<file path="src/design/wcv_ram.sv">
// Generic single-write, single-read RAM with registered read data.
// No dependencies.
module wcv_ram #(
  parameter int WIDTH = 16,
  parameter int DEPTH = 64
) (
  input  logic                     clk,
  input  logic                     we,
  input  logic [$clog2(DEPTH)-1:0] waddr,
  input  logic [WIDTH-1:0]         wdata,
  input  logic [$clog2(DEPTH)-1:0] raddr,
  output logic [WIDTH-1:0]         rdata
);

  logic [WIDTH-1:0] mem_r [DEPTH];

  always_ff @(posedge clk) begin
    if (we) begin
      mem_r[waddr] <= wdata;
    end
    rdata <= mem_r[raddr];
  end

endmodule

</file>
<file path="config.mk">
export PLATFORM = sky130hd
export DESIGN_NAME = wcv_ram
export DESIGN_NICKNAME = d
export VERILOG_FILES = /design/src/design/wcv_ram.sv
export SDC_FILE = /design/constraint.sdc
export NUM_CORES = 1
export LEC_CHECK = 0
export ABC_AREA = 1
export BUFFER_PORTS_ARGS = -buffer_cell sky130_fd_sc_hd__buf_4
export CAP_MARGIN = 10
export CORE_MARGIN = 2
export CORE_UTILIZATION = 50
export DETAILED_ROUTE_END_ITERATION = 6
export GPL_ROUTABILITY_DRIVEN = 0
export PLACE_DENSITY = 0.65
export SKIP_CTS_REPAIR_TIMING = 1
export SYNTH_ARGS = -nofsm -noshare
export SYNTH_HDL_FRONTEND = slang
export SYNTH_SLANG_ARGS = --single-unit
</file>
<file path="constraint.sdc">
create_clock -name clk -period 4.7 [get_ports clk]
set_input_delay 0.94 -clock clk [delete_from_list [all_inputs] [get_ports clk]]
set_output_delay 0.94 -clock clk [all_outputs]
set_load 0.005 [all_outputs]
</file>
==> metrics.txt <==
status completed; Peak Freq 0.353 GHz; GRT Util Overall between 20% and 30%; Pint around 16 mW; Pre-antenna DRT Iters 7; Die Y between 200 and 300 um; Rel. slew slack around a third; non-filler cells, final between 4k and 5k; WP data required 5.30 ns; CP Launch Type input pin; row cnt roughly 110; Max Slew Vio Count 0; final core occ a little under three fifths; CTS buffer count 105; YS warnings 0; mapped cell area about 42,000 sq um; post-synthesis register bit count 1,040; CP Capture Type register; Ant. Diodes 0; max_cap viols 0; Worst-path clk slew about 0.060 ns; maximum VDD drop 303 uV; initial antenna violation count 5; GRT overflow 0; share of cells above drive strength 1 ~9%; Core Area 83,600 sq um; TritonCTS clock tree done; worst-margin pin slew roughly 1.0 ns; Reg power frac 51.1%; Power Dens Cells ~430 nW/um^2; Critical Path Source raddr[0]; worst min path class input pin to register; Post-Syn Instances 3,517; sw power around 4.4 mW; Layout Nets 3,577; Final ANT Viol Nets 0; unrepaired setup endpoints after global routing false; Comb pwr share around 5.9%; vias in the first global route 25.5k; largest buffer count on any clock path 3; DP HPWL between 50,000 and 60,000 um; drt first-iter violations around 2.8k; clock root buffer clkbuf_16; FF+latch area between 30,000 and 40,000 sq um; CTS sink cnt 1,040; PortBufs 45; first-pass GRT wire length between 150,000 and 200,000 um; Vias/cell between 5 and 6; Sw Share around 22%; Remaining DRCs 0; fillers roughly 6.7k; Leakage 17.0 nW; via count 27.0k; Worst Skew between 0.02 and 0.025 ns; Layout area overhead 11.6%; most frequent cells in the layout 1,296 x nand2_1, 1,024 x edfxtp_1, 871 x nand3_1; drt wl/cell ~23 um; die footprint 86,500 sq um; critical path capture point rdata[6]; Hold Vio Cnt, Final 0; final setup vio count 0; fin crit period roughly 2.8 ns; I/O pin total 46; Worst-Skew Late Latency 0.68 ns; H-tree depth 3; syn_area_per_cell roughly 12 sq um; Starting Density 50.4%; Reg2Reg Depth 8; final worst path period share between 60% and 70%; Syn Nets ~3.5k; Worst Path Arrival about 3.4 ns; R2R setup slack about 3.1 ns; Placed Cells roughly 4.5k; Seq/Total Area, Yosys between 70% and 80%; crit-path max FO 146; WL final between 100,000 and 150,000 um; Critical R2R Launch mem_r[59][3]; Multi-input gate area between 9000 and 10,000 sq um; R2R Path End rdata[3]; Die W between 200 and 300 um; synth unique cells 16; commonest non-fill, non-tap cell in the layout nand2_1; setup TNS 0 ns; Setup CP Type input pin to register; largest net degree at the start of global routing approximately 150; Clock power frac a little over two fifths
[worst min path at each step]
stage,start,endpoint,slack (ns),cells past startpoint
6_report,raddr[5],rdata[5],0.67,3
5_1_grt,raddr[5],rdata[11],0.66,3
4_1_cts,raddr[5],rdata[11],0.62,3
3_5_place_dp,mem_r[20][8],rdata[8],0.81,8
3_3_place_gp,mem_r[0][12],rdata[12],0.81,8
2_1_floorplan,mem_r[44][0],rdata[0],0.72,8
[Yosys cell counts (all sizes together)]
| master | instances | area, sq um |
|---|---|---|
| nand2 | 1296 | 4860 |
| nor2 | 56 | 210 |
| clkbuf | 26 | 97.6 |
| nand4 | 9 | 56.3 |
| inv | 12 | 52.6 |
| nand3 | 871 | 4360 |
| edfxtp | 1024 | 30700 |
| dfxtp | 16 | 320 |
| buf | 199 | 1340 |
| nor4 | 8 | 50.1 |
[worst max-delay path, cell delays in order]
cell	delay, ns
buf_8	0.20
inv_16	0.38
buf_12	0.40
buf_4	0.24
nand2_1	0.07
nand3_1	0.08
nand3_1	0.10
nand2_1	0.10
nand2_1	0.07
nand3_1	0.15
nand3_1	0.29
nand2_1	0.14
[stage by stage]
step / setup WS, ns / instance area, sq um / power (mW) / hold slack, ns
after detailed placement: 1.29 / 43400 / 11.7 / 0.810
final: 1.86 / 47000 / 20.2 / 0.665
after global placement: 1.35 / 43400 / 11.7 / 0.809
after global routing: 1.71 / 47000 / 20.7 / 0.662
after floorplan: 1.21 / 42100 / 11.2 / 0.722
after CTS: 2.00 / 47000 / 20.3 / 0.624
[logic make-up after synthesis]
| logic type | count (synthesis) | synth area share [%] |
|---|---|---|
| buf+inv | 237 | 3.54 |
| simple gates | 2240 | 22.7 |
| flops | 1040 | 73.8 |
[state kept, by name (all words and copies together) (netlist names)]
| name | flops |
|---|---|
| mem_r | 1024 |
| rdata | 16 |
[power by group through the flow]
| stage | sequential, mW | combinational, mW | clock [mW] |
|---|---|---|---|
| after floorplan | 10.5 | 0.687 | 0 |
| after global placement | 10.5 | 1.17 | 0 |
| after detailed placement | 10.5 | 1.18 | 0 |
| after CTS | 10.3 | 1.19 | 8.78 |
| after global routing | 10.3 | 1.29 | 9.14 |
| final | 10.3 | 1.19 | 8.69 |
[metal layers]
metal	global-route usage, %	vias up	routed length, um
met5	0	-	41
met4	9.52	8	3800
met3	6.24	212	9300
met2	38.9	1104	50900
met1	34.7	13198	44400
li1	-	12459	-
[layout make-up]
cell class | count | share of cell area, %
clock inverter | 70 | 1.75
multi-input combinational | 2240 | 20.4
inverter | 12 | 0.154
timing repair buffer | 148 | 2.77
sequential | 1040 | 66.1
tap | 1080 | 2.88
clock buffer | 127 | 5.94
(Power assumes the default switching activity.)
