--- config.mk ---
export PLATFORM = sky130hd
export DESIGN_NAME = wcv_back
export DESIGN_NICKNAME = d
export VERILOG_FILES = /design/src/design/wcv_pkg.sv /design/src/design/wcv_back.sv
export SDC_FILE = /design/constraint.sdc
export NUM_CORES = 1
export LEC_CHECK = 0
export ABC_AREA = 1
export BUFFER_PORTS_ARGS = -buffer_cell sky130_fd_sc_hd__buf_2
export CORE_MARGIN = 1.5
export CORE_UTILIZATION = 40
export CTS_CLUSTER_DIAMETER = 50
export DETAILED_ROUTE_END_ITERATION = 10
export PLACE_DENSITY = 0.66
export SYNTH_ARGS = -nofsm -noshare
export SYNTH_HDL_FRONTEND = slang
export SYNTH_SLANG_ARGS = --single-unit
--- constraint.sdc ---
create_clock -name clk -period 5.4 [get_ports clk]
set_clock_uncertainty 0.05 [all_clocks]
set_input_delay 0.27 -clock clk [delete_from_list [all_inputs] [get_ports clk]]
set_output_delay 0.27 -clock clk [all_outputs]
set_load 0.05 [all_outputs]
--- src/design/wcv_pkg.sv ---
// Shared types, constants and helpers for the 2D window convolution block.
// No dependencies; wcv_front, wcv_back and the top level import this package.
package wcv_pkg;

  localparam int MAX_KERNEL = 7;
  localparam int MAX_WIDTH  = 1024;
  localparam int MAX_HEIGHT = 4096;
  localparam int STORE_ROWS = MAX_KERNEL + 1;

  localparam int COL_W   = $clog2(MAX_WIDTH);
  localparam int ROW_W   = $clog2(MAX_HEIGHT);
  localparam int SROW_W  = $clog2(STORE_ROWS);
  localparam int LDEPTH  = STORE_ROWS * MAX_WIDTH;
  localparam int LADDR_W = $clog2(LDEPTH);
  localparam int COEF_N  = MAX_KERNEL * MAX_KERNEL;
  localparam int CADDR_W = $clog2(COEF_N);
  localparam int KER_W   = $clog2(MAX_KERNEL + 1);
  localparam int PIX_W   = 16;
  localparam int PROD_W  = 33;
  localparam int ACC_W   = 38;
  localparam int FRAC_SH = 14;
  localparam int RES_W   = ACC_W - FRAC_SH;
  localparam int DIST_W  = $clog2(MAX_WIDTH * MAX_HEIGHT) + 1;
  localparam int LAG_W   = $clog2(MAX_KERNEL * MAX_WIDTH + MAX_KERNEL) + 1;

  localparam logic [PIX_W-1:0] PIX_MAX = 16'h8000;
  localparam logic signed [ACC_W-1:0] ROUND_BIAS = 38'sd8192;

  // opcodes of an input word
  localparam logic [1:0] OP_LOAD  = 2'd0;
  localparam logic [1:0] OP_PIXEL = 2'd1;
  localparam logic [1:0] OP_DRAIN = 2'd2;

  // register indexes
  localparam logic [2:0] REG_WIDTH  = 3'd0;
  localparam logic [2:0] REG_HEIGHT = 3'd1;
  localparam logic [2:0] REG_KW     = 3'd2;
  localparam logic [2:0] REG_KH     = 3'd3;
  localparam logic [2:0] REG_ANCHOR = 3'd4;
  localparam logic [2:0] REG_BORDER = 3'd5;

  typedef struct packed {
    logic [10:0]      width;
    logic [12:0]      height;
    logic [KER_W-1:0] kw;
    logic [KER_W-1:0] kh;
    logic             mode;
    logic [PIX_W-1:0] border;
  } cfg_t;

  typedef struct packed {
    logic [ROW_W-1:0] row;
    logic [COL_W-1:0] col;
    logic             last;
  } job_t;

  typedef struct packed {
    logic               we;
    logic [LADDR_W-1:0] addr;
    logic [PIX_W-1:0]   data;
  } line_wr_t;

  typedef struct packed {
    logic               we;
    logic [CADDR_W-1:0] addr;
    logic [PIX_W-1:0]   data;
  } coef_wr_t;

  typedef struct packed {
    logic             busy;
    logic [ROW_W-1:0] row;
    logic             tail_done;
  } back_stat_t;

  typedef struct packed {
    logic signed [RES_W-1:0] value;
    logic                    last;
  } res_t;

  typedef enum logic [1:0] {
    BK_IDLE,
    BK_RUN,
    BK_FLUSH,
    BK_OUT
  } bk_state_t;

  // window origin offsets: rows above and columns left of the output position
  function automatic logic [KER_W-1:0] win_offr(cfg_t c);
    logic [KER_W-1:0] km1;
    km1 = c.kh - 1'b1;
    return c.mode ? '0 : (km1 >> 1);
  endfunction

  function automatic logic [KER_W-1:0] win_offc(cfg_t c);
    logic [KER_W-1:0] km1;
    km1 = c.kw - 1'b1;
    return c.mode ? km1 : (km1 >> 1);
  endfunction

endpackage

--- src/design/wcv_back.sv ---
// Back end: walks the kernel window of one job, one tap per cycle, through a
// shared multiplier and accumulator. Depends on wcv_pkg.
module wcv_back (
  input  logic                        clk,
  input  logic                        rst_n,
  input  wcv_pkg::cfg_t               cfg,
  input  logic                        job_valid,
  input  wcv_pkg::job_t               job,
  output logic                        job_take,
  output logic [wcv_pkg::LADDR_W-1:0] line_raddr,
  input  logic [wcv_pkg::PIX_W-1:0]   line_rdata,
  output logic [wcv_pkg::CADDR_W-1:0] coef_raddr,
  input  logic [wcv_pkg::PIX_W-1:0]   coef_rdata,
  input  logic                        out_space,
  output logic                        res_push,
  output wcv_pkg::res_t               res,
  output wcv_pkg::back_stat_t         bstat
);
  import wcv_pkg::*;

  bk_state_t state_r, state_nxt;
  job_t      job_r;
  logic [KER_W-1:0] i_r, j_r;
  logic      s1_v_r, s1_bord_r, s2_v_r;
  logic signed [PROD_W-1:0] prod_r, prod_nxt;
  logic signed [ACC_W-1:0]  acc_r, sum;
  logic      issue, last_tap, border;
  logic signed [ROW_W+1:0] row_s;
  logic signed [COL_W+1:0] col_s;
  logic [PIX_W-1:0] val;

  assign last_tap = (i_r == cfg.kh - 1'b1) && (j_r == cfg.kw - 1'b1);

  always_comb begin
    state_nxt = state_r;
    case (state_r)
      BK_IDLE:  if (job_valid) state_nxt = BK_RUN;
      BK_RUN:   if (last_tap) state_nxt = BK_FLUSH;
      BK_FLUSH: if (!s1_v_r && !s2_v_r) state_nxt = BK_OUT;
      BK_OUT:   if (out_space) state_nxt = BK_IDLE;
      default:  state_nxt = BK_IDLE;
    endcase
  end

  always_comb begin
    job_take = 1'b0;
    issue    = 1'b0;
    res_push = 1'b0;
    case (state_r)
      BK_IDLE: job_take = job_valid;
      BK_RUN:  issue    = 1'b1;
      BK_OUT:  res_push = out_space;
      default: ;
    endcase
  end

  // tap position in the frame
  assign row_s = $signed((ROW_W+2)'(job_r.row)) + $signed((ROW_W+2)'(i_r))
               - $signed((ROW_W+2)'(win_offr(cfg)));
  assign col_s = $signed((COL_W+2)'(job_r.col)) + $signed((COL_W+2)'(j_r))
               - $signed((COL_W+2)'(win_offc(cfg)));
  assign border = (row_s < 0) || (row_s >= $signed((ROW_W+2)'(cfg.height))) ||
                  (col_s < 0) || (col_s >= $signed((COL_W+2)'(cfg.width)));

  assign line_raddr = {row_s[SROW_W-1:0], col_s[COL_W-1:0]};
  assign coef_raddr = CADDR_W'(i_r) * CADDR_W'(MAX_KERNEL) + CADDR_W'(j_r);

  assign val      = s1_bord_r ? cfg.border : line_rdata;
  assign prod_nxt = $signed({1'b0, val}) * $signed(coef_rdata);

  // round half up to Q8.15
  assign sum       = acc_r + ROUND_BIAS;
  assign res.value = sum[ACC_W-1:FRAC_SH];
  assign res.last  = job_r.last;

  assign bstat.busy      = (state_r != BK_IDLE);
  assign bstat.row       = job_r.row;
  assign bstat.tail_done = res_push && job_r.last;

  always_ff @(posedge clk) begin
    if (!rst_n) begin
      state_r <= BK_IDLE;
      s1_v_r  <= 1'b0;
      s2_v_r  <= 1'b0;
      i_r     <= '0;
      j_r     <= '0;
    end else begin
      state_r <= state_nxt;
      s1_v_r  <= issue;
      s2_v_r  <= s1_v_r;
      if (job_take) begin
        i_r <= '0;
        j_r <= '0;
      end else if (issue) begin
        if (j_r == cfg.kw - 1'b1) begin
          j_r <= '0;
          i_r <= i_r + 1'b1;
        end else begin
          j_r <= j_r + 1'b1;
        end
      end
    end
  end

  always_ff @(posedge clk) begin
    s1_bord_r <= border;
    prod_r    <= prod_nxt;
    if (job_take) begin
      job_r <= job;
      acc_r <= '0;
    end else if (s2_v_r) begin
      acc_r <= acc_r + prod_r;
    end
  end

endmodule

==> results.txt <==
- The flow ran to the end, but the final reports show violations.
* Violated checks: negative setup slack
- 1st-pass router iterations: 6
- Core footprint: between 40000 and 50000 um^2
* Post-synthesis to final-layout area growth: 24.9%
* Cell depth of the worst min-delay path: 1
- Max Clock Freq: between 0.15 and 0.2 GHz
* Transition time of the tightest slew-check pin: 1.03 ns
- Routed length per instance: 15.9 um
- Via count: 16495
- GR Util met1: 0.288
* Clock latency on the worst-skew pair: ~0.38 ns
* Yosys reg bits: roughly 110
- Final setup slack of the worst path: -0.265 ns
* Synth warnings: 0
- The via count of the first global-routing pass came to 17178.
- The wire-length estimate of the detail-placed layout is approximately 45000 um.
* Post-synthesis instance total: around 2400
- Entering global routing, the biggest net connects 47 pins.
- On the final layout, the worst hold slack is between 0.015 and 0.02 ns.
* Antenna Diode Count: 0
- STA classifies the critical path endpoint as a flop.
- Global-route met3 utilization: 0.0197
* Number of max-cap violations: 0
* Clock-pin slew reported for the worst setup and hold paths after clock tree synthesis: roughly 0.08 ns
- Type of the worst min-delay path: input port to flop
* Wire length of the first global-routing pass: 84900 um
- Buffer cell driving the clock tree root: sky130_fd_sc_hd__clkbuf_16
- Setup violations remaining at the end of the flow were counted as 20.
* Routability congestion estimate from global placement: just over 1
* Number of max-slew violations in the final report: 0
- Input/output buffers: between 150 and 200
* Number of distinct library cells after synthesis: 44
- The initial antenna violation count came to 2.
- Measured against its own limit, the worst slew margin works out to 0.310.
* Number of synthesized flops with an enable pin: 23
* Horizontal die dimension: approximately 210 um
- TritonCTS clock tree: yes
* Post-synthesis instance area: ~18000 um^2
- Along the worst path, the maximum fanout reaches 9.
- After detailed routing, the number of vias per cell comes to 4.97.
- Area of the die: 45300 um^2
- Minimum period implied by the final worst setup slack: 5.66 ns
- For this configuration, the core starts out at a cell density of 0.407.
- The global routing stage identified its most utilized layer as met2.
* Gr ovfl total: 0
- For this run, the register share of the synthesized area comes to 0.132.
- Counting every net in the synthesized netlist gives 2939.
- STA puts the critical path data required time at 5.61 ns.
- After detailed routing, the total wire length is approximately 53000 um.
* Vert. Die Dim: ~210 um
- Leaving out fill and tap cells, the most frequent cell in the layout is sky130_fd_sc_hd__inv_1.
- Final routed DRC violation total: 0
* Placement row count: 76
* Initial DRC count: ~960
- Number of ports placed on the die boundary: 166
- The critical path is of the flop to flop type.
* Average size of a mapped cell: between 7 and 8 um^2
- Measured in cells, the most critical reg-to-reg path has a length of 22.
- In the final layout, the share of cells above drive strength 1 is 0.228.
* Buffer depth of the longest clock path: 2
* Async set or reset register ratio after synthesis: 0
* Synth Flop Type: sky130_fd_sc_hd__dfxtp_1
- Global routing met2 resource utilization: 0.430
* Cts bufs inserted: 9
- The top cell types in the final layout, fill and taps aside, are sky130_fd_sc_hd__inv_1, sky130_fd_sc_hd__nand2_1, sky130_fd_sc_hd__nor2_1.
* Net count of the finished layout: approximately 3300
* Antenna-violating nets left: 0
- Total global-route track usage: 0.239
- The clock drives between 100 and 150 sinks.
- Setup repair after global routing could not meet its margin everywhere.
- STA classifies the critical path startpoint as a flop.
* Maximum level of the CTS H-tree: 3
- Of the available clock period, the critical path in the final layout requires 1.05.
- The hold violation total from the final report came to 0.
- Data arrival, critical path: between 5 and 6 ns
==> Yosys cell counts, types with 6 or more instances <==
cell type                    n  share of area
sky130_fd_sc_hd__a21o_1     11         0.0047
sky130_fd_sc_hd__a21oi_1   139          0.039
sky130_fd_sc_hd__a31oi_1     7         0.0025
sky130_fd_sc_hd__buf_4      13         0.0055
sky130_fd_sc_hd__clkbuf_1   34         0.0072
sky130_fd_sc_hd__clkinv_1    8         0.0017
sky130_fd_sc_hd__dfxtp_1    82          0.093
sky130_fd_sc_hd__edfxtp_1   23          0.039
sky130_fd_sc_hd__fa_1      204           0.23
sky130_fd_sc_hd__ha_1      230           0.16
sky130_fd_sc_hd__inv_1     539           0.11
sky130_fd_sc_hd__nand2_1   450          0.096
sky130_fd_sc_hd__nand2_2     8         0.0028
sky130_fd_sc_hd__nand3_1    77          0.022
sky130_fd_sc_hd__nand4_1    23         0.0082
sky130_fd_sc_hd__nor2_1    281          0.060
sky130_fd_sc_hd__nor3_1     13         0.0037
sky130_fd_sc_hd__nor4_1      6         0.0021
sky130_fd_sc_hd__o21ai_0    82          0.023
sky130_fd_sc_hd__o21ai_2     6         0.0030
sky130_fd_sc_hd__o21bai_1    9         0.0038
sky130_fd_sc_hd__or2_2      26         0.0092
sky130_fd_sc_hd__xnor2_1    21          0.010
sky130_fd_sc_hd__xor2_1     68          0.034
==> what timing repair did <==
action / 4_1_cts / 5_1_grt
hold endpoints to repair: 4 / 0
setup endpoints to repair: 24 / 24
buffers inserted: 17 / 15
gates cloned: 0 / 0
gates resized for setup: 122 / 95
hold buffers: 4 / 0
pin swaps: 76 / 84
==> final timing paths <==
path                   from    endpoint  slack, ns
setup / recovery  s1_bord_r  prod_r[29]      -0.26
hold / removal       job[8]    job_r[8]       0.02
setup reg to reg  s1_bord_r  prod_r[29]      -0.26
hold reg to reg      s1_v_r      s2_v_r       0.38
==> flip-flops by register name, indices dropped and copies added (netlist names) <==
name and count:
state_r 2, job_r 10, s1_bord_r 1, bstat 12, res 1, prod_r 33
s1_v_r 1, s2_v_r 1, i_r 3, acc_r 38, j_r 3
==> final cells by class <==
type	count	area [um^2]
fill	4175	21300
clock inverter	3	47.5
clock buffer	12	268
sequential	105	2340
timing repair buffer	369	2520
tap	585	732
inverter	547	2130
multi-input combinational	1698	14000
==> routing by layer <==
| layer | part of all wire | wire [um] | up-vias |
|---|---|---|---|
| met4 | 0.046 | 2410 | 4 |
| met3 | 0.041 | 2170 | 104 |
| li1 | - | - | 8023 |
| met1 | 0.42 | 22300 | 7922 |
| met2 | 0.49 | 25900 | 442 |
| met5 | 0.00059 | 31 | - |
==> critical path: stages (launching register included) <==
cell                      delay (ns)
sky130_fd_sc_hd__dfxtp_4        0.38
sky130_fd_sc_hd__buf_12         0.14
sky130_fd_sc_hd__or2_4          0.25
sky130_fd_sc_hd__o21ai_4        0.11
sky130_fd_sc_hd__buf_6          0.14
sky130_fd_sc_hd__nor2_2         0.03
sky130_fd_sc_hd__fa_1           0.52
sky130_fd_sc_hd__inv_1          0.06
sky130_fd_sc_hd__fa_1           0.50
sky130_fd_sc_hd__fa_1           0.56
sky130_fd_sc_hd__inv_1          0.06
sky130_fd_sc_hd__fa_1           0.48
sky130_fd_sc_hd__fa_1           0.49
sky130_fd_sc_hd__inv_1          0.05
sky130_fd_sc_hd__fa_1           0.49
sky130_fd_sc_hd__inv_2          0.05
sky130_fd_sc_hd__ha_4           0.31
sky130_fd_sc_hd__nand4_1        0.20
sky130_fd_sc_hd__nor2_4         0.17
sky130_fd_sc_hd__nand4_1        0.12
sky130_fd_sc_hd__nand3_2        0.17
sky130_fd_sc_hd__a21oi_2        0.07
sky130_fd_sc_hd__xnor2_1        0.13
==> metrics by stage <==
stage               area, um^2  setup slack (ns)  utilization  cells   TNS, ns
floorplan                18000          -0.00500            -   2399  -0.00500
global placement         20600            -0.405        0.476   3268     -6.04
detailed placement       20600            -0.499        0.476   3268     -8.10
CTS                      21500            -0.253        0.498   3304     -3.64
global route             22000            -0.468        0.509   3319     -7.54
finish                   22000            -0.265        0.509   3319     -3.64
==> cell families after synthesis <==
kind of cell / share of synthesized area
simple gates: 0.214
buf+inv: 0.130
fa+ha+maj: 0.395
compound gates: 0.0842
flops: 0.132
xor+xnor: 0.0451
Power is left out: the tool's default activity adds up to more than one toggle a clock period on the data nets, which glitch-free logic cannot reach.
