### src/design/wcv_pkg.sv
// Shared types, constants and helpers for the 2D window convolution block.
// No dependencies; wcv_front, wcv_back and the top level import this package.
package wcv_pkg;

  localparam int MAX_KERNEL = 7;
  localparam int MAX_WIDTH  = 1024;
  localparam int MAX_HEIGHT = 4096;
  localparam int STORE_ROWS = MAX_KERNEL + 1;

  localparam int COL_W   = $clog2(MAX_WIDTH);
  localparam int ROW_W   = $clog2(MAX_HEIGHT);
  localparam int SROW_W  = $clog2(STORE_ROWS);
  localparam int LDEPTH  = STORE_ROWS * MAX_WIDTH;
  localparam int LADDR_W = $clog2(LDEPTH);
  localparam int COEF_N  = MAX_KERNEL * MAX_KERNEL;
  localparam int CADDR_W = $clog2(COEF_N);
  localparam int KER_W   = $clog2(MAX_KERNEL + 1);
  localparam int PIX_W   = 16;
  localparam int PROD_W  = 33;
  localparam int ACC_W   = 38;
  localparam int FRAC_SH = 14;
  localparam int RES_W   = ACC_W - FRAC_SH;
  localparam int DIST_W  = $clog2(MAX_WIDTH * MAX_HEIGHT) + 1;
  localparam int LAG_W   = $clog2(MAX_KERNEL * MAX_WIDTH + MAX_KERNEL) + 1;

  localparam logic [PIX_W-1:0] PIX_MAX = 16'h8000;
  localparam logic signed [ACC_W-1:0] ROUND_BIAS = 38'sd8192;

  // opcodes of an input word
  localparam logic [1:0] OP_LOAD  = 2'd0;
  localparam logic [1:0] OP_PIXEL = 2'd1;
  localparam logic [1:0] OP_DRAIN = 2'd2;

  // register indexes
  localparam logic [2:0] REG_WIDTH  = 3'd0;
  localparam logic [2:0] REG_HEIGHT = 3'd1;
  localparam logic [2:0] REG_KW     = 3'd2;
  localparam logic [2:0] REG_KH     = 3'd3;
  localparam logic [2:0] REG_ANCHOR = 3'd4;
  localparam logic [2:0] REG_BORDER = 3'd5;

  typedef struct packed {
    logic [10:0]      width;
    logic [12:0]      height;
    logic [KER_W-1:0] kw;
    logic [KER_W-1:0] kh;
    logic             mode;
    logic [PIX_W-1:0] border;
  } cfg_t;

  typedef struct packed {
    logic [ROW_W-1:0] row;
    logic [COL_W-1:0] col;
    logic             last;
  } job_t;

  typedef struct packed {
    logic               we;
    logic [LADDR_W-1:0] addr;
    logic [PIX_W-1:0]   data;
  } line_wr_t;

  typedef struct packed {
    logic               we;
    logic [CADDR_W-1:0] addr;
    logic [PIX_W-1:0]   data;
  } coef_wr_t;

  typedef struct packed {
    logic             busy;
    logic [ROW_W-1:0] row;
    logic             tail_done;
  } back_stat_t;

  typedef struct packed {
    logic signed [RES_W-1:0] value;
    logic                    last;
  } res_t;

  typedef enum logic [1:0] {
    BK_IDLE,
    BK_RUN,
    BK_FLUSH,
    BK_OUT
  } bk_state_t;

  // window origin offsets: rows above and columns left of the output position
  function automatic logic [KER_W-1:0] win_offr(cfg_t c);
    logic [KER_W-1:0] km1;
    km1 = c.kh - 1'b1;
    return c.mode ? '0 : (km1 >> 1);
  endfunction

  function automatic logic [KER_W-1:0] win_offc(cfg_t c);
    logic [KER_W-1:0] km1;
    km1 = c.kw - 1'b1;
    return c.mode ? km1 : (km1 >> 1);
  endfunction

endpackage

### src/design/wcv_front.sv
// Front end: accepts words, writes line store and coefficient table, tracks
// raster counters and issues output jobs. Depends on wcv_pkg.
module wcv_front (
  input  logic                     clk,
  input  logic                     rst_n,
  input  wcv_pkg::cfg_t            cfg,
  input  logic                     geo_clr,
  input  logic                     push,
  output logic                     full,
  input  logic [1:0]               opcode,
  input  logic [5:0]               coeff_index,
  input  logic signed [15:0]       coeff_value,
  input  logic [15:0]              pixel,
  input  logic                     jq_full,
  input  logic                     pending,
  input  logic [wcv_pkg::ROW_W-1:0] pend_row,
  input  wcv_pkg::back_stat_t      bstat,
  output wcv_pkg::line_wr_t        lwr,
  output wcv_pkg::coef_wr_t        cwr,
  output logic                     job_push,
  output wcv_pkg::job_t            job
);
  import wcv_pkg::*;

  logic [COL_W-1:0]  in_col_r, in_col_nxt, out_col_r, out_col_nxt;
  logic [ROW_W-1:0]  in_row_r, in_row_nxt, out_row_r, out_row_nxt;
  logic              done_r, done_nxt, tail_r, tail_nxt;
  logic [DIST_W-1:0] dist_r, dist_nxt, dist_inc;

  logic [COL_W:0]    col_inc, ocol_inc;
  logic [ROW_W:0]    row_inc, orow_inc;
  logic              col_wrap, frm_wrap, ocol_wrap, orow_wrap;
  logic [KER_W-1:0]  dr, dc;
  logic [LAG_W-1:0]  lag;
  logic              is_load, is_pix, is_drain, take, emit, pend_block;

  assign is_load  = (opcode == OP_LOAD);
  assign is_pix   = (opcode == OP_PIXEL);
  assign is_drain = (opcode == OP_DRAIN);

  assign col_inc  = {1'b0, in_col_r} + 1'b1;
  assign row_inc  = {1'b0, in_row_r} + 1'b1;
  assign col_wrap = col_inc >= cfg.width;
  assign frm_wrap = col_wrap && (row_inc >= cfg.height);

  assign ocol_inc  = {1'b0, out_col_r} + 1'b1;
  assign orow_inc  = {1'b0, out_row_r} + 1'b1;
  assign ocol_wrap = ocol_inc >= cfg.width;
  assign orow_wrap = ocol_wrap && (orow_inc >= cfg.height);

  // raster distance between an output and the input that releases it
  assign dr  = cfg.mode ? (cfg.kh - 1'b1) : (cfg.kh >> 1);
  assign dc  = cfg.mode ? '0 : (cfg.kw >> 1);
  assign lag = LAG_W'(dr) * LAG_W'(cfg.width) + LAG_W'(dc);
  assign dist_inc = dist_r + 1'b1;

  // a new pixel must not overwrite a store row that a pending job still reads
  assign pend_block = pending &&
    (({1'b0, in_row_r} + (ROW_W+1)'(win_offr(cfg))) >=
     ({1'b0, pend_row} + (ROW_W+1)'(STORE_ROWS)));

  always_comb begin
    case (opcode)
      OP_LOAD:  full = pending;
      OP_PIXEL: full = !done_r && (jq_full || tail_r || pend_block);
      OP_DRAIN: full = done_r && jq_full;
      default:  full = 1'b0;
    endcase
  end

  assign take = push && !full;
  assign emit = take && ((is_pix && !done_r &&
                          (frm_wrap || (dist_inc > DIST_W'(lag)))) ||
                         (is_drain && done_r));

  assign lwr.we   = take && is_pix && !done_r;
  assign lwr.addr = {in_row_r[SROW_W-1:0], in_col_r};
  assign lwr.data = (pixel > PIX_MAX) ? PIX_MAX : pixel;

  assign cwr.we   = take && is_load && (coeff_index < CADDR_W'(COEF_N));
  assign cwr.addr = coeff_index;
  assign cwr.data = coeff_value;

  assign job_push = emit;
  assign job.row  = out_row_r;
  assign job.col  = out_col_r;
  assign job.last = orow_wrap;

  always_comb begin
    in_col_nxt  = in_col_r;
    in_row_nxt  = in_row_r;
    out_col_nxt = out_col_r;
    out_row_nxt = out_row_r;
    done_nxt    = done_r;
    dist_nxt    = dist_r;
    tail_nxt    = tail_r;
    if (geo_clr) begin
      in_col_nxt  = '0;
      in_row_nxt  = '0;
      out_col_nxt = '0;
      out_row_nxt = '0;
      done_nxt    = 1'b0;
      dist_nxt    = '0;
      tail_nxt    = 1'b0;
    end else begin
      if (bstat.tail_done) begin
        tail_nxt = 1'b0;
      end
      if (lwr.we) begin
        dist_nxt = dist_inc;
        if (col_wrap) begin
          in_col_nxt = '0;
          if (frm_wrap) begin
            in_row_nxt = '0;
            done_nxt   = 1'b1;
          end else begin
            in_row_nxt = row_inc[ROW_W-1:0];
          end
        end else begin
          in_col_nxt = col_inc[COL_W-1:0];
        end
      end
      if (emit) begin
        dist_nxt = dist_nxt - 1'b1;
        if (ocol_wrap) begin
          out_col_nxt = '0;
          if (orow_wrap) begin
            // frame complete: start over
            in_col_nxt  = '0;
            in_row_nxt  = '0;
            out_row_nxt = '0;
            done_nxt    = 1'b0;
            dist_nxt    = '0;
            tail_nxt    = 1'b1;
          end else begin
            out_row_nxt = orow_inc[ROW_W-1:0];
          end
        end else begin
          out_col_nxt = ocol_inc[COL_W-1:0];
        end
      end
    end
  end

  always_ff @(posedge clk) begin
    if (!rst_n) begin
      in_col_r  <= '0;
      in_row_r  <= '0;
      out_col_r <= '0;
      out_row_r <= '0;
      done_r    <= 1'b0;
      dist_r    <= '0;
      tail_r    <= 1'b0;
    end else begin
      in_col_r  <= in_col_nxt;
      in_row_r  <= in_row_nxt;
      out_col_r <= out_col_nxt;
      out_row_r <= out_row_nxt;
      done_r    <= done_nxt;
      dist_r    <= dist_nxt;
      tail_r    <= tail_nxt;
    end
  end

endmodule

### config.mk
export PLATFORM = sky130hd
export DESIGN_NAME = wcv_front
export DESIGN_NICKNAME = d
export VERILOG_FILES = /design/src/design/wcv_pkg.sv /design/src/design/wcv_front.sv
export SDC_FILE = /design/constraint.sdc
export NUM_CORES = 1
export LEC_CHECK = 0
export BUFFER_PORTS_ARGS = -buffer_cell sky130_fd_sc_hd__buf_2
export CAP_MARGIN = 20
export CORE_MARGIN = 1
export CORE_UTILIZATION = 55
export CTS_BUF_LIST = sky130_fd_sc_hd__clkbuf_16
export DETAILED_ROUTE_END_ITERATION = 10
export PLACE_DENSITY = 0.89
export SLEW_MARGIN = 20
export SYNTH_ARGS = -nofsm -noshare
export SYNTH_HDL_FRONTEND = slang
export SYNTH_SLANG_ARGS = --single-unit
### constraint.sdc
create_clock -name clk -period 8.2 [get_ports clk]
set_clock_uncertainty 0.05 [all_clocks]
set_input_delay 1.23 -clock clk [delete_from_list [all_inputs] [get_ports clk]]
set_output_delay 1.23 -clock clk [all_outputs]
set_load 0.005 [all_outputs]
==> results of run 1 <==
-- cells by family after synthesis --
family / Yosys count / share of synthesized area (%)
simple gates: 435 / 27.17
flops: 69 / 16.55
compound gates: 197 / 14.89
mux: 9 / 1.080
xor+xnor: 115 / 12.07
buf+inv: 152 / 8.802
fa+ha+maj: 123 / 19.43
-- layer usage --
layer,GRT usage [%],up-vias
met1,30.46,3772
met3,3.466,49
met2,48.70,277
met5,0,-
met4,10.62,0
li1,-,3965
-- cell usage in the layout, fill, tap and decap left out, types with 6 or more instances in the layout --
cell type  count
buf_2        134
ha_1         112
nor2_1       105
nand2_1       92
inv_1         78
dfxtp_1       69
a21oi_1       67
xnor2_1       61
xor2_1        53
nand3_1       47
o21ai_0       39
and3_1        30
nor2b_1       28
nand4_1       21
nand3b_1      20
nor3b_1       18
nor3_1        17
a21o_1        16
fa_1          11
buf_4         11
nand2b_1      10
o21a_1         9
and2_1         9
clkbuf_16      9
mux2i_1        8
or3_1          8
and4_1         7
a22oi_1        7
a211o_1        6
nor4_1         6
-- state kept, by name, summed over array words and instances, names as in the netlist --
name,count
tail_r,1
in_col_r,10
out_row_r,12
dist_r,23
done_r,1
in_row_r,12
out_col_r,10
-- worst register-to-register path, cell delays in order, from the launching register on --
cell	delay [ns]
dfxtp_1	0.46
ha_1	0.21
inv_1	0.05
fa_1	0.43
nor3_1	0.39
nand3_1	0.20
or2_2	0.34
xnor2_1	0.13
ha_1	0.32
nand4_1	0.11
o211ai_1	0.14
nor3_2	0.15
a21oi_2	0.09
inv_1	0.56
mux2i_1	0.36
ha_1	0.24
o21ai_0	0.16
nor4b_2	0.52
buf_4	0.24
mux2i_1	0.22
xnor2_1	0.14
nor2_1	0.05
-- path summary, 6_finish.rpt --
kind / depth (start not counted) / startpoint / slack [ns] / to
worst min register to register: 2 / in_col_r[2]$_SDFF_PP0_ / 0.46 / in_col_r[2]$_SDFF_PP0_
worst max register to register: 21 / in_row_r[0]$_SDFF_PP0_ / 2.54 / dist_r[10]$_SDFF_PP0_
worst max-delay path: 27 / cfg[17] / 0.33 / job_push
worst min-delay path: 2 / in_col_r[2]$_SDFF_PP0_ / 0.46 / in_col_r[2]$_SDFF_PP0_
-- power by group through the flow --
| stage | registers [uW] | clock network, uW | logic (uW) |
|---|---|---|---|
| after global routing | 336 | 422 | 256 |
| after global placement | 344 | 0 | 208 |
| after floorplan | 343 | 0 | 158 |
| after detailed placement | 344 | 0 | 217 |
| after CTS | 336 | 408 | 220 |
| final | 336 | 407 | 225 |
-- through the flow --
stage          instances  setup WS, ns  utilization (%)  area, sq um  power [uW]
4_1_cts             1369       0.05054            62.68         9179       964.0
5_1_grt             1370       0.01798            62.90         9211        1015
6_report            1370        0.3326            62.90         9211       968.0
2_1_floorplan       1100        0.4950                -         8344       500.8
3_3_place_gp        1353        0.2570            60.63         8879       551.7
3_5_place_dp        1353       0.09732            60.63         8879       560.8
-- area by class of cell --
cell class | instances | area [sq um]
clock buffers | 9 | 225.2
clock inverters | 7 | 75.07
fillers | 1215 | 5433
inverters | 77 | 289.0
multi-input cells | 879 | 6257
flip-flops and latches | 69 | 1381
well taps | 184 | 230.2
repair buffers | 145 | 753.2
-- repair_timing --
item,4_1_cts,5_1_grt
setup endpoints to repair,0,2
resized for setup,0,9
setup buffers,0,1
==> metrics.md, run 1 <==
| Metric | Value |
|---|---|
| Critical Path AT | `6.59 ns` |
| Post-DR wirelength/cell | `15.14 um` |
| EDFF count, synth | `0` |
| Relative slew slack | `37.13%` |
| Top FF cell, synth | `dfxtp_1` |
| Register area share after synthesis | `16.55%` |
| DRC | `2` |
| Worst-Margin Slew | `0.9431 ns` |
| Share of layout cells above drive strength 1 | `15.26%` |
| Synth top area share | `16.79%` |
| Core area | `0.01464 sq mm` |
| GP Congestion | `0.8706` |
| First-pass GRT wire length | `34.45 mm` |
| Antenna viol nets, final | `0` |
| Clock share of power | `42.1%` |
| Most frequent CP cell | `ha_1` |
| Clock sinks | `69` |
| Top post-synthesis cells by area | `ha_1 17%, dfxtp_1 17%, xnor2_1 6.4%` |
| CP max-delay cell | `fa_1` |
| Die X | `125.2 um` |
| Critical path type | `input port to output port` |
| Starting Density | `56.98%` |
| Clk root buf | `clkbuf_16` |
| Endpoints failing setup | `0` |
| Met3 routed WL | `1.112 mm` |
| Vias per inst | `5.885` |
| First-pass DRT Iterations | `11` |
| Port Buf Inserts | `134` |
| Fin. Hold Viols | `0` |
| Number of global-route vias before repair | `7,693` |
| Avg Inst Size Synth | `7.586 sq um` |
| Syn Nets | `1,342` |
| DR iter-0 viols | `480` |
| Met1 WL | `8.631 mm` |
| Die height | `125.2 um` |
| Synth Instances | `1,100` |
| Total die area | `0.01567 sq mm` |
| Ys Warns | `0` |
| Psw | `299.5 uW` |
| I/O pins | `197` |
| Critical path endpoint category | `output port` |
| GRT overflow | `0` |
| Seq pwr share | `34.7%` |
| Worst path required time | `6.92 ns` |
| Worst-path maximum fanout | `3` |
| Asr flop ratio synth | `0%` |
| Synth cell count leaders | `112 x ha_1, 105 x nor2_1, 92 x nand2_1, 77 x inv_1, 70 x a21oi_1` |
| Rows | `44` |
| Status | `finished with violations` |
| Max Fclk | `127.1 MHz` |
| Period minus WS final | `7.867 ns` |
| Hold Worst Slack | `0.4629 ns` |
| CP max stage delay | `0.55 ns` |
| CP top delay family | `compound AO/OA/AOI/OAI gates` |
| Routed wl met2 | `10.48 mm` |
| Switching Fraction | `30.94%` |
| Worst Hold Class | `register to register` |
| Maximum VDD drop | `0.00009581 V` |
| Total negative slack | `0 ns` |
| Post-synthesis cell type count | `64` |
| Internal power contribution | `668.5 uW` |
| Largest net degree at the start of global routing | `29` |
| CTS max path bufs | `2` |
| Flip-flop and latch count after synthesis | `69` |
| Synth Cell Area | `0.008344 sq mm` |
| Ant diodes | `0` |
| Max-slew violation count | `0` |
| Clock buffer count from CTS | `9` |
| Crit path buf inv count | `5` |
| Max cap viols | `0` |
| CTS Hold Buffers Added | `0` |
| Vias | `8,063` |
| Setup repair after global routing missed its margin | `no` |
| CTS tree | `done` |
| Fin nets | `1,423` |
| Failing checks | `design-rule violations` |
| DR top layer | `met4` |
| PD cells | `105.1 mW/mm^2` |
| Layout area overhead | `10.39%` |
| CTS HTree Levels | `3` |
| Leakage power | `0.004490 uW` |
| Logic pwr share | `23.2%` |
| Initial antenna violation count | `0` |
| DRT Wirelength | `20.74 mm` |
| Final HPWL DP | `16.30 mm` |
| Latest clock arrival within the worst-skew pair | `0.36 ns` |
| Synth area leader | `ha_1` |
| Top-count cell post-synth | `ha_1` |
| Crit share post-route | `95.94%` |
| Gr usage total | `26.31%` |
| Clock transition at the registers of the reported paths | `0.06 ns` |
| CP Launch Type | `input port` |
(Power assumes the default switching activity.)
==> run 2, diff against run 1 <==
MAX_ROUTING_LAYER = met4   (was unset)
clock period = 10.2 ns   (was 8.2 ns; I/O delays follow)
==> run 2 against run 1 <==
  * The run still ends with design-rule violations left
  * Sequential power is 20% lower
  * Clock-buffer cell count stayed put
  * Die area unchanged
  * Via count decreased by 0.69%
  * Non-clock buffer count shrank 7
  * Cell count fell by 0.51%
  * Critical endpoint unchanged
  * Flip-flop and latch count did not move
  * Wire length shrank 1.8%
  * Critical path depth unchanged
  * Sequential share of layout area grew 0.18 points
  * Register-to-register slack gained 1.5 ns
==> metrics.md, run 2 (synthesis gave the netlist of run 1 again) <==
| Metric | Value |
|---|---|
| Status | `finished with violations` |
| Failing checks | `design-rule violations` |
| Latest clock arrival within the worst-skew pair | `0.35 ns (about the same)` |
| Filler cells | `1,224 (+0.74%)` |
| First-pass DRT Iterations | `11 (unchanged)` |
| Critical Path Sink | `job_push` |
| Layout area overhead | `9.087%` |
| Clock sinks | `69 (unchanged)` |
| Logic pwr share | `23.7% (+0.5 points)` |
| Critical path type | `input port to output port` |
| Die X | `125.2 um (unchanged)` |
| Crit share post-route | `91.10%` |
| Max FFs per register | `23 (unchanged)` |
| Multi-input gate area | `0.006232 sq mm (-0.40%)` |
| DRC | `2 (unchanged)` |
| Vias per inst | `5.875 (-0.18%)` |
| Psw | `229.5 uW (-23%)` |
| Internal power contribution | `505.9 uW (-24%)` |
| CTS HTree Levels | `3 (unchanged)` |
| Fin. Hold Viols | `0 (unchanged)` |
| Clk root buf | `clkbuf_16` |
| Register Area | `0.001381 sq mm (unchanged)` |
| Vias | `8,007 (-0.69%)` |
| Commonest non-fill, non-tap cells in the layout | `134 x buf_2, 112 x ha_1, 105 x nor2_1` |
| CTS tree | `done` |
| Seq pwr share | `36.8% (+2.1 points)` |
| Clock buffer count from CTS | `9 (unchanged)` |
| Starting Density | `56.98% (unchanged)` |
| CP max stage delay | `0.70 ns (+0.15 ns)` |
| Worst reg-to-reg setup slack | `4.02 ns (+1.48 ns)` |
| Worst-path maximum fanout | `11 (+8)` |
| GP Congestion | `0.9045 (+3.9%)` |
| Reg with most FFs | `dist_r` |
| Post-DR wirelength/cell | `14.95 um (-1.2%)` |
| CP Launch Type | `input port` |
| Max Fclk | `107.6 MHz` |
| Commonest non-fill, non-tap cell in the layout | `buf_2` |
| Post-cts sizing count | `0 (unchanged)` |
| Pwr Total | `735.4 uW (-24%)` |
| PD cells | `80.79 mW/mm^2 (-23%)` |
| DRT Wirelength | `20.38 mm (-1.8%)` |
| Antenna viol nets, final | `0 (unchanged)` |
| Largest regs | `dist_r (23), in_row_r (12), out_row_r (12)` |
| Largest net degree at the start of global routing | `30 (+3.4%)` |
| Relative slew slack | `37.04% (-0.082 points)` |
| Hold path startpoint | `done_r$_SDFF_PP0_` |
| Worst-Margin Slew | `0.9419 ns (-0.001234 ns)` |
| Clock transition at the registers of the reported paths | `0.06 ns (about the same)` |
| CP max-delay cell | `mux2i_1` |
| Crit. Startpoint | `cfg[17]` |
| Leakage power | `0.004438 uW (-1.2%)` |
| Setup bufs post-CTS | `0 (unchanged)` |
| Reg2reg end | `dist_r[20]$_SDFF_PP0_` |
| Endpoints failing setup | `0 (unchanged)` |
| Number of global-route vias before repair | `7,603 (-1.2%)` |
| Share of layout cells above drive strength 1 | `14.25% (-1.0 points)` |
| Critical Path AT | `7.71 ns (+1.12 ns)` |
| Worst Hold Class | `register to register` |
| First-pass GRT wire length | `33.71 mm (-2.1%)` |
| Total die area | `0.01567 sq mm (unchanged)` |
| Maximum VDD drop | `0.00008370 V (-13%)` |
| Total negative slack | `0 ns (unchanged)` |
| Cells on worst reg2reg path | `22 (+4.8%)` |
| Die height | `125.2 um (unchanged)` |
| Rows | `44 (unchanged)` |
| GRT overflow | `0 (unchanged)` |
| CTS Hold Buffers Added | `0 (unchanged)` |
| Switching Fraction | `31.21% (+0.26 points)` |
| Setup repair after global routing missed its margin | `no` |
| Final HPWL DP | `15.97 mm (-2.0%)` |
| Hold Worst Slack | `0.4614 ns (-0.001533 ns)` |
| Most frequent CP cell | `ha_1` |
| Reg-to-Reg Start | `in_row_r[0]$_SDFF_PP0_` |
| CTS max path bufs | `2 (unchanged)` |
| Ant diodes | `0 (unchanged)` |
| Core area | `0.01464 sq mm (unchanged)` |
| Port Buf Inserts | `134 (unchanged)` |
| Gr usage total | `26.56% (+0.25 points)` |
| Period minus WS final | `9.292 ns` |
| Initial antenna violation count | `0 (unchanged)` |
| Fin nets | `1,416 (-0.49%)` |
| Max cap viols | `0 (unchanged)` |
| Max-slew violation count | `0 (unchanged)` |
| Worst path required time | `8.62 ns (+1.70 ns)` |
| DR iter-0 viols | `450 (-6.3%)` |
| I/O pins | `197 (unchanged)` |
| Clock share of power | `39.6% (-2.5 points)` |
| Critical path endpoint category | `output port` |
-- run 2: cell types whose count changed in the layout (fill, tap and decap cells not counted), moves of 2 or more --
cell     change
a21oi_1      +2
a21oi_2      -2
buf_4        -7
inv_6        -2
o21ai_0      +4
o21ai_1      -4
-- run 2: metal layers --
layer	vias to the layer above	track usage (%)	wire, um
met5	-	-	0
met4	0	12.34	592
met3	46	3.808	1097
met2	242	46.53	10120
met1	3775	29.80	8566
li1	3944	-	-
-- run 2: power by group through the flow --
| stage | logic [uW] | registers (uW) | clock network [uW] |
|---|---|---|---|
| after detailed placement | 171 | 276 | 0 |
| after global placement | 165 | 276 | 0 |
| after CTS | 174 | 270 | 293 |
| after global routing | 197 | 270 | 305 |
| final | 174 | 270 | 291 |
| after floorplan | 127 | 276 | 0 |
-- run 2: how the worst min path moves through the flow --
stage | to | slack [ns] | cells after the start
4_1_cts | out_row_r[3]$_SDFFE_PP0P_ | 0.46 | 2
2_1_floorplan | done_r$_SDFF_PP0_ | 0.38 | 2
6_report | done_r$_SDFF_PP0_ | 0.46 | 2
3_5_place_dp | out_row_r[3]$_SDFFE_PP0P_ | 0.45 | 2
5_1_grt | done_r$_SDFF_PP0_ | 0.47 | 2
3_3_place_gp | out_row_r[3]$_SDFFE_PP0P_ | 0.45 | 2
-- run 2: worst max-delay path: cells and delay by family --
kind                       cells  cell delay (ns)
adders and majority gates      5             1.74
AOI/OAI and AO/OA              9             1.63
and+or+nand+nor                6             1.56
muxes                          1             0.70
buffers and inverters          5             0.45
xor gates and xnor gates       1             0.10
-- run 2: stage by stage --
stage	cell area, sq um	instances	worst slack, ns	util [%]
floorplan	8344	1100	1.895	-
global placement	8833	1347	1.182	60.32
detailed placement	8833	1347	0.9804	60.32
CTS	9102	1363	0.9616	62.16
global route	9102	1363	0.4313	62.16
finish	9102	1363	0.9083	62.16
-- run 2: final cells by class --
| class | instances | share of cell area (%) |
|---|---|---|
| Inverter | 77 | 3.175 |
| Sequential cell | 69 | 15.18 |
| Clock inverter | 7 | 0.4811 |
| Clock buffer | 9 | 2.474 |
| Tap cell | 184 | 2.529 |
| Multi-Input combinational cell | 879 | 68.47 |
| Timing Repair Buffer | 138 | 7.698 |
==> run 3, diff against run 2 <==
MAX_ROUTING_LAYER = unset   (was met4)
==> run 3 against run 2 <==
  * The flow still finishes with violations (design-rule violations)
  * Core utilization rose by 0.21 points
  * Final area is 0.34% higher
  * Combinational power about the same
  * Flip-flop and latch count unchanged
  * Critical path type unchanged
  * Largest power group unchanged
  * Highest routed layer unchanged
==> metrics.md, run 3 (synthesis gave the netlist of run 1 again) <==
| Metric | Value |
|---|---|
| Max Fclk | `107.2 MHz (-0.35%)` |
| Critical path type | `input port to output port` |
| Status | `finished with violations` |
| Crit path buf inv count | `5 (unchanged)` |
| Fin. Hold Viols | `0 (unchanged)` |
| CTS tree | `done` |
| Clock sinks | `69 (unchanged)` |
| Most frequent CP cell | `ha_1` |
| PD cells | `83.48 mW/mm^2 (+3.3%)` |
| Total die area | `0.01567 sq mm (unchanged)` |
| Latest clock arrival within the worst-skew pair | `0.35 ns (about the same)` |
| Vias | `7,945 (-0.77%)` |
| Max cap viols | `0 (unchanged)` |
| I/O pins | `197 (unchanged)` |
| Final Non-Filler Cells | `1,364 (+0.073%)` |
| Vias per inst | `5.825 (-0.85%)` |
| GRT overflow | `0 (unchanged)` |
| Clock buffer count from CTS | `9 (unchanged)` |
| Antenna viol nets, final | `0 (unchanged)` |
| Pre-CTS setup slack | `1.034 ns (+0.05352 ns)` |
| Leakage power | `0.004461 uW (+0.51%)` |
| Share of layout cells above drive strength 1 | `14.32% (+0.073 points)` |
| Fin nets | `1,417 (+0.071%)` |
| CP Launch Type | `input port` |
| Endpoints failing setup | `0 (unchanged)` |
| CTS Hold Buffers Added | `0 (unchanged)` |
| Relative slew slack | `32.04% (-5.0 points)` |
| CTS HTree Levels | `3 (unchanged)` |
| Clk root buf | `clkbuf_16` |
| Layout area overhead | `9.462%` |
| Worst-path maximum fanout | `11 (unchanged)` |
| DRT Wirelength | `20.42 mm (+0.18%)` |
| CP max stage delay | `0.75 ns (+0.05 ns)` |
| Ant diodes | `0 (unchanged)` |
| Placed inst area | `0.008841 sq mm (about the same)` |
| Rows | `44 (unchanged)` |
| Commonest non-fill, non-tap cell in the layout | `buf_2` |
| Initial antenna violation count | `0 (unchanged)` |
| Critical Path AT | `7.74 ns (+0.03 ns)` |
| Die height | `125.2 um (unchanged)` |
| Largest net degree at the start of global routing | `30 (unchanged)` |
| Final HPWL DP | `15.68 mm (-1.8%)` |
| DR iter-0 viols | `526 (+17%)` |
| Hold Worst Slack | `0.4620 ns (+0.0005800 ns)` |
| Post-DR wirelength/cell | `14.97 um (+0.10%)` |
| Largest regs | `dist_r (23), in_row_r (12), out_row_r (12)` |
| CTS max path bufs | `2 (unchanged)` |
| DRC | `2 (unchanged)` |
| Die X | `125.2 um (unchanged)` |
| Worst-Margin Slew | `1.017 ns (+0.07490 ns)` |
| Crit share post-route | `91.42% (+0.32 points)` |
| Critical path endpoint category | `output port` |
| Worst path required time | `8.62 ns (about the same)` |
| Cells after DPL | `1,348 (+0.074%)` |
| Worst setup margin | `0.8756 ns (-0.03267 ns)` |
| Gr usage total | `26.03% (-0.53 points)` |
| Period minus WS final | `9.324 ns (+0.03267 ns)` |
| Clock transition at the registers of the reported paths | `0.06 ns (about the same)` |
| Worst Hold Class | `register to register` |
| CP top delay family | `adder cells` |
| Total negative slack | `0 ns (unchanged)` |
| Core area | `0.01464 sq mm (unchanged)` |
| Port Buf Inserts | `134 (unchanged)` |
| Setup repair after global routing missed its margin | `no` |
| CP max-delay cell | `mux2i_1` |
| Failing checks | `design-rule violations` |
| Post-cts sizing count | `0 (unchanged)` |
| Max-slew violation count | `0 (unchanged)` |
| Number of global-route vias before repair | `7,510 (-1.2%)` |
| First-pass DRT Iterations | `11 (unchanged)` |
| First-pass GRT wire length | `34.17 mm (+1.3%)` |
| Max FFs per register | `23 (unchanged)` |
| Filler cells | `1,200 (-2.0%)` |
| Post-Layout Inst Area | `0.009134 sq mm (+0.34%)` |
| Commonest non-fill, non-tap cells in the layout | `134 x buf_2, 112 x ha_1, 105 x nor2_1` |
| Starting Density | `56.98% (unchanged)` |
| Reg with most FFs | `dist_r` |
| Setup bufs post-CTS | `0 (unchanged)` |
| Maximum VDD drop | `0.00007960 V (-4.9%)` |
| GP Congestion | `0.8976 (-0.76%)` |
[run 3: changes by cell type in the layout (fill, tap and decap cells not counted)]
cell	previous run	this run
bufinv_16	0	1
clkinvlp_4	3	1
buf_4	4	5
clkinv_4	1	2
[run 3: metrics by stage]
step	power, uW	utilization [%]
4_1_cts	763.4	62.37
6_report	762.5	62.37
3_3_place_gp	440.7	60.37
5_1_grt	801.8	62.37
2_1_floorplan	402.6	-
3_5_place_dp	447.2	60.37
[run 3: area by class of cell]
type	count	area (sq um)	area share [%]
Clock buffer	9	225.2	2.466
Clock inverter	7	67.56	0.7397
Inverter	77	289.0	3.164
Multi-Input combinational cell	879	6232	68.23
Sequential cell	69	1381	15.12
Tap cell	184	230.2	2.521
Timing Repair Buffer	139	708.2	7.753
[run 3: path summary, 6_finish.rpt]
check / to / depth (start not counted) / slack [ns] / from
hold / removal: out_row_r[8]$_SDFFE_PP0P_ / 2 / 0.46 / out_row_r[8]$_SDFFE_PP0P_
hold reg to reg: out_row_r[8]$_SDFFE_PP0P_ / 2 / 0.46 / out_row_r[8]$_SDFFE_PP0P_
setup reg to reg: dist_r[20]$_SDFF_PP0_ / 22 / 4.00 / in_row_r[0]$_SDFF_PP0_
setup / recovery: job_push / 27 / 0.88 / cfg[17]
[run 3: layer usage]
| metal | routed length [um] | GRT usage, % |
|---|---|---|
| met5 | 0 | 0 |
| met4 | 517 | 11.12 |
| met3 | 1218 | 4.621 |
| met2 | 10050 | 45.65 |
| met1 | 8626 | 31.20 |
[run 3: where the power goes]
group          leakage [uW]  internal, uW  switching, uW
Sequential         0.000555           270          0.635
Combinational       0.00376          74.4            101
Clock              0.000144           188            129
Total               0.00446           532            230
[run 3: tightest hold or removal path, stage by stage (launching register included)]
cell and delay (ns):
dfxtp_1 0.34, nand2_1 0.07, a21oi_1 0.05
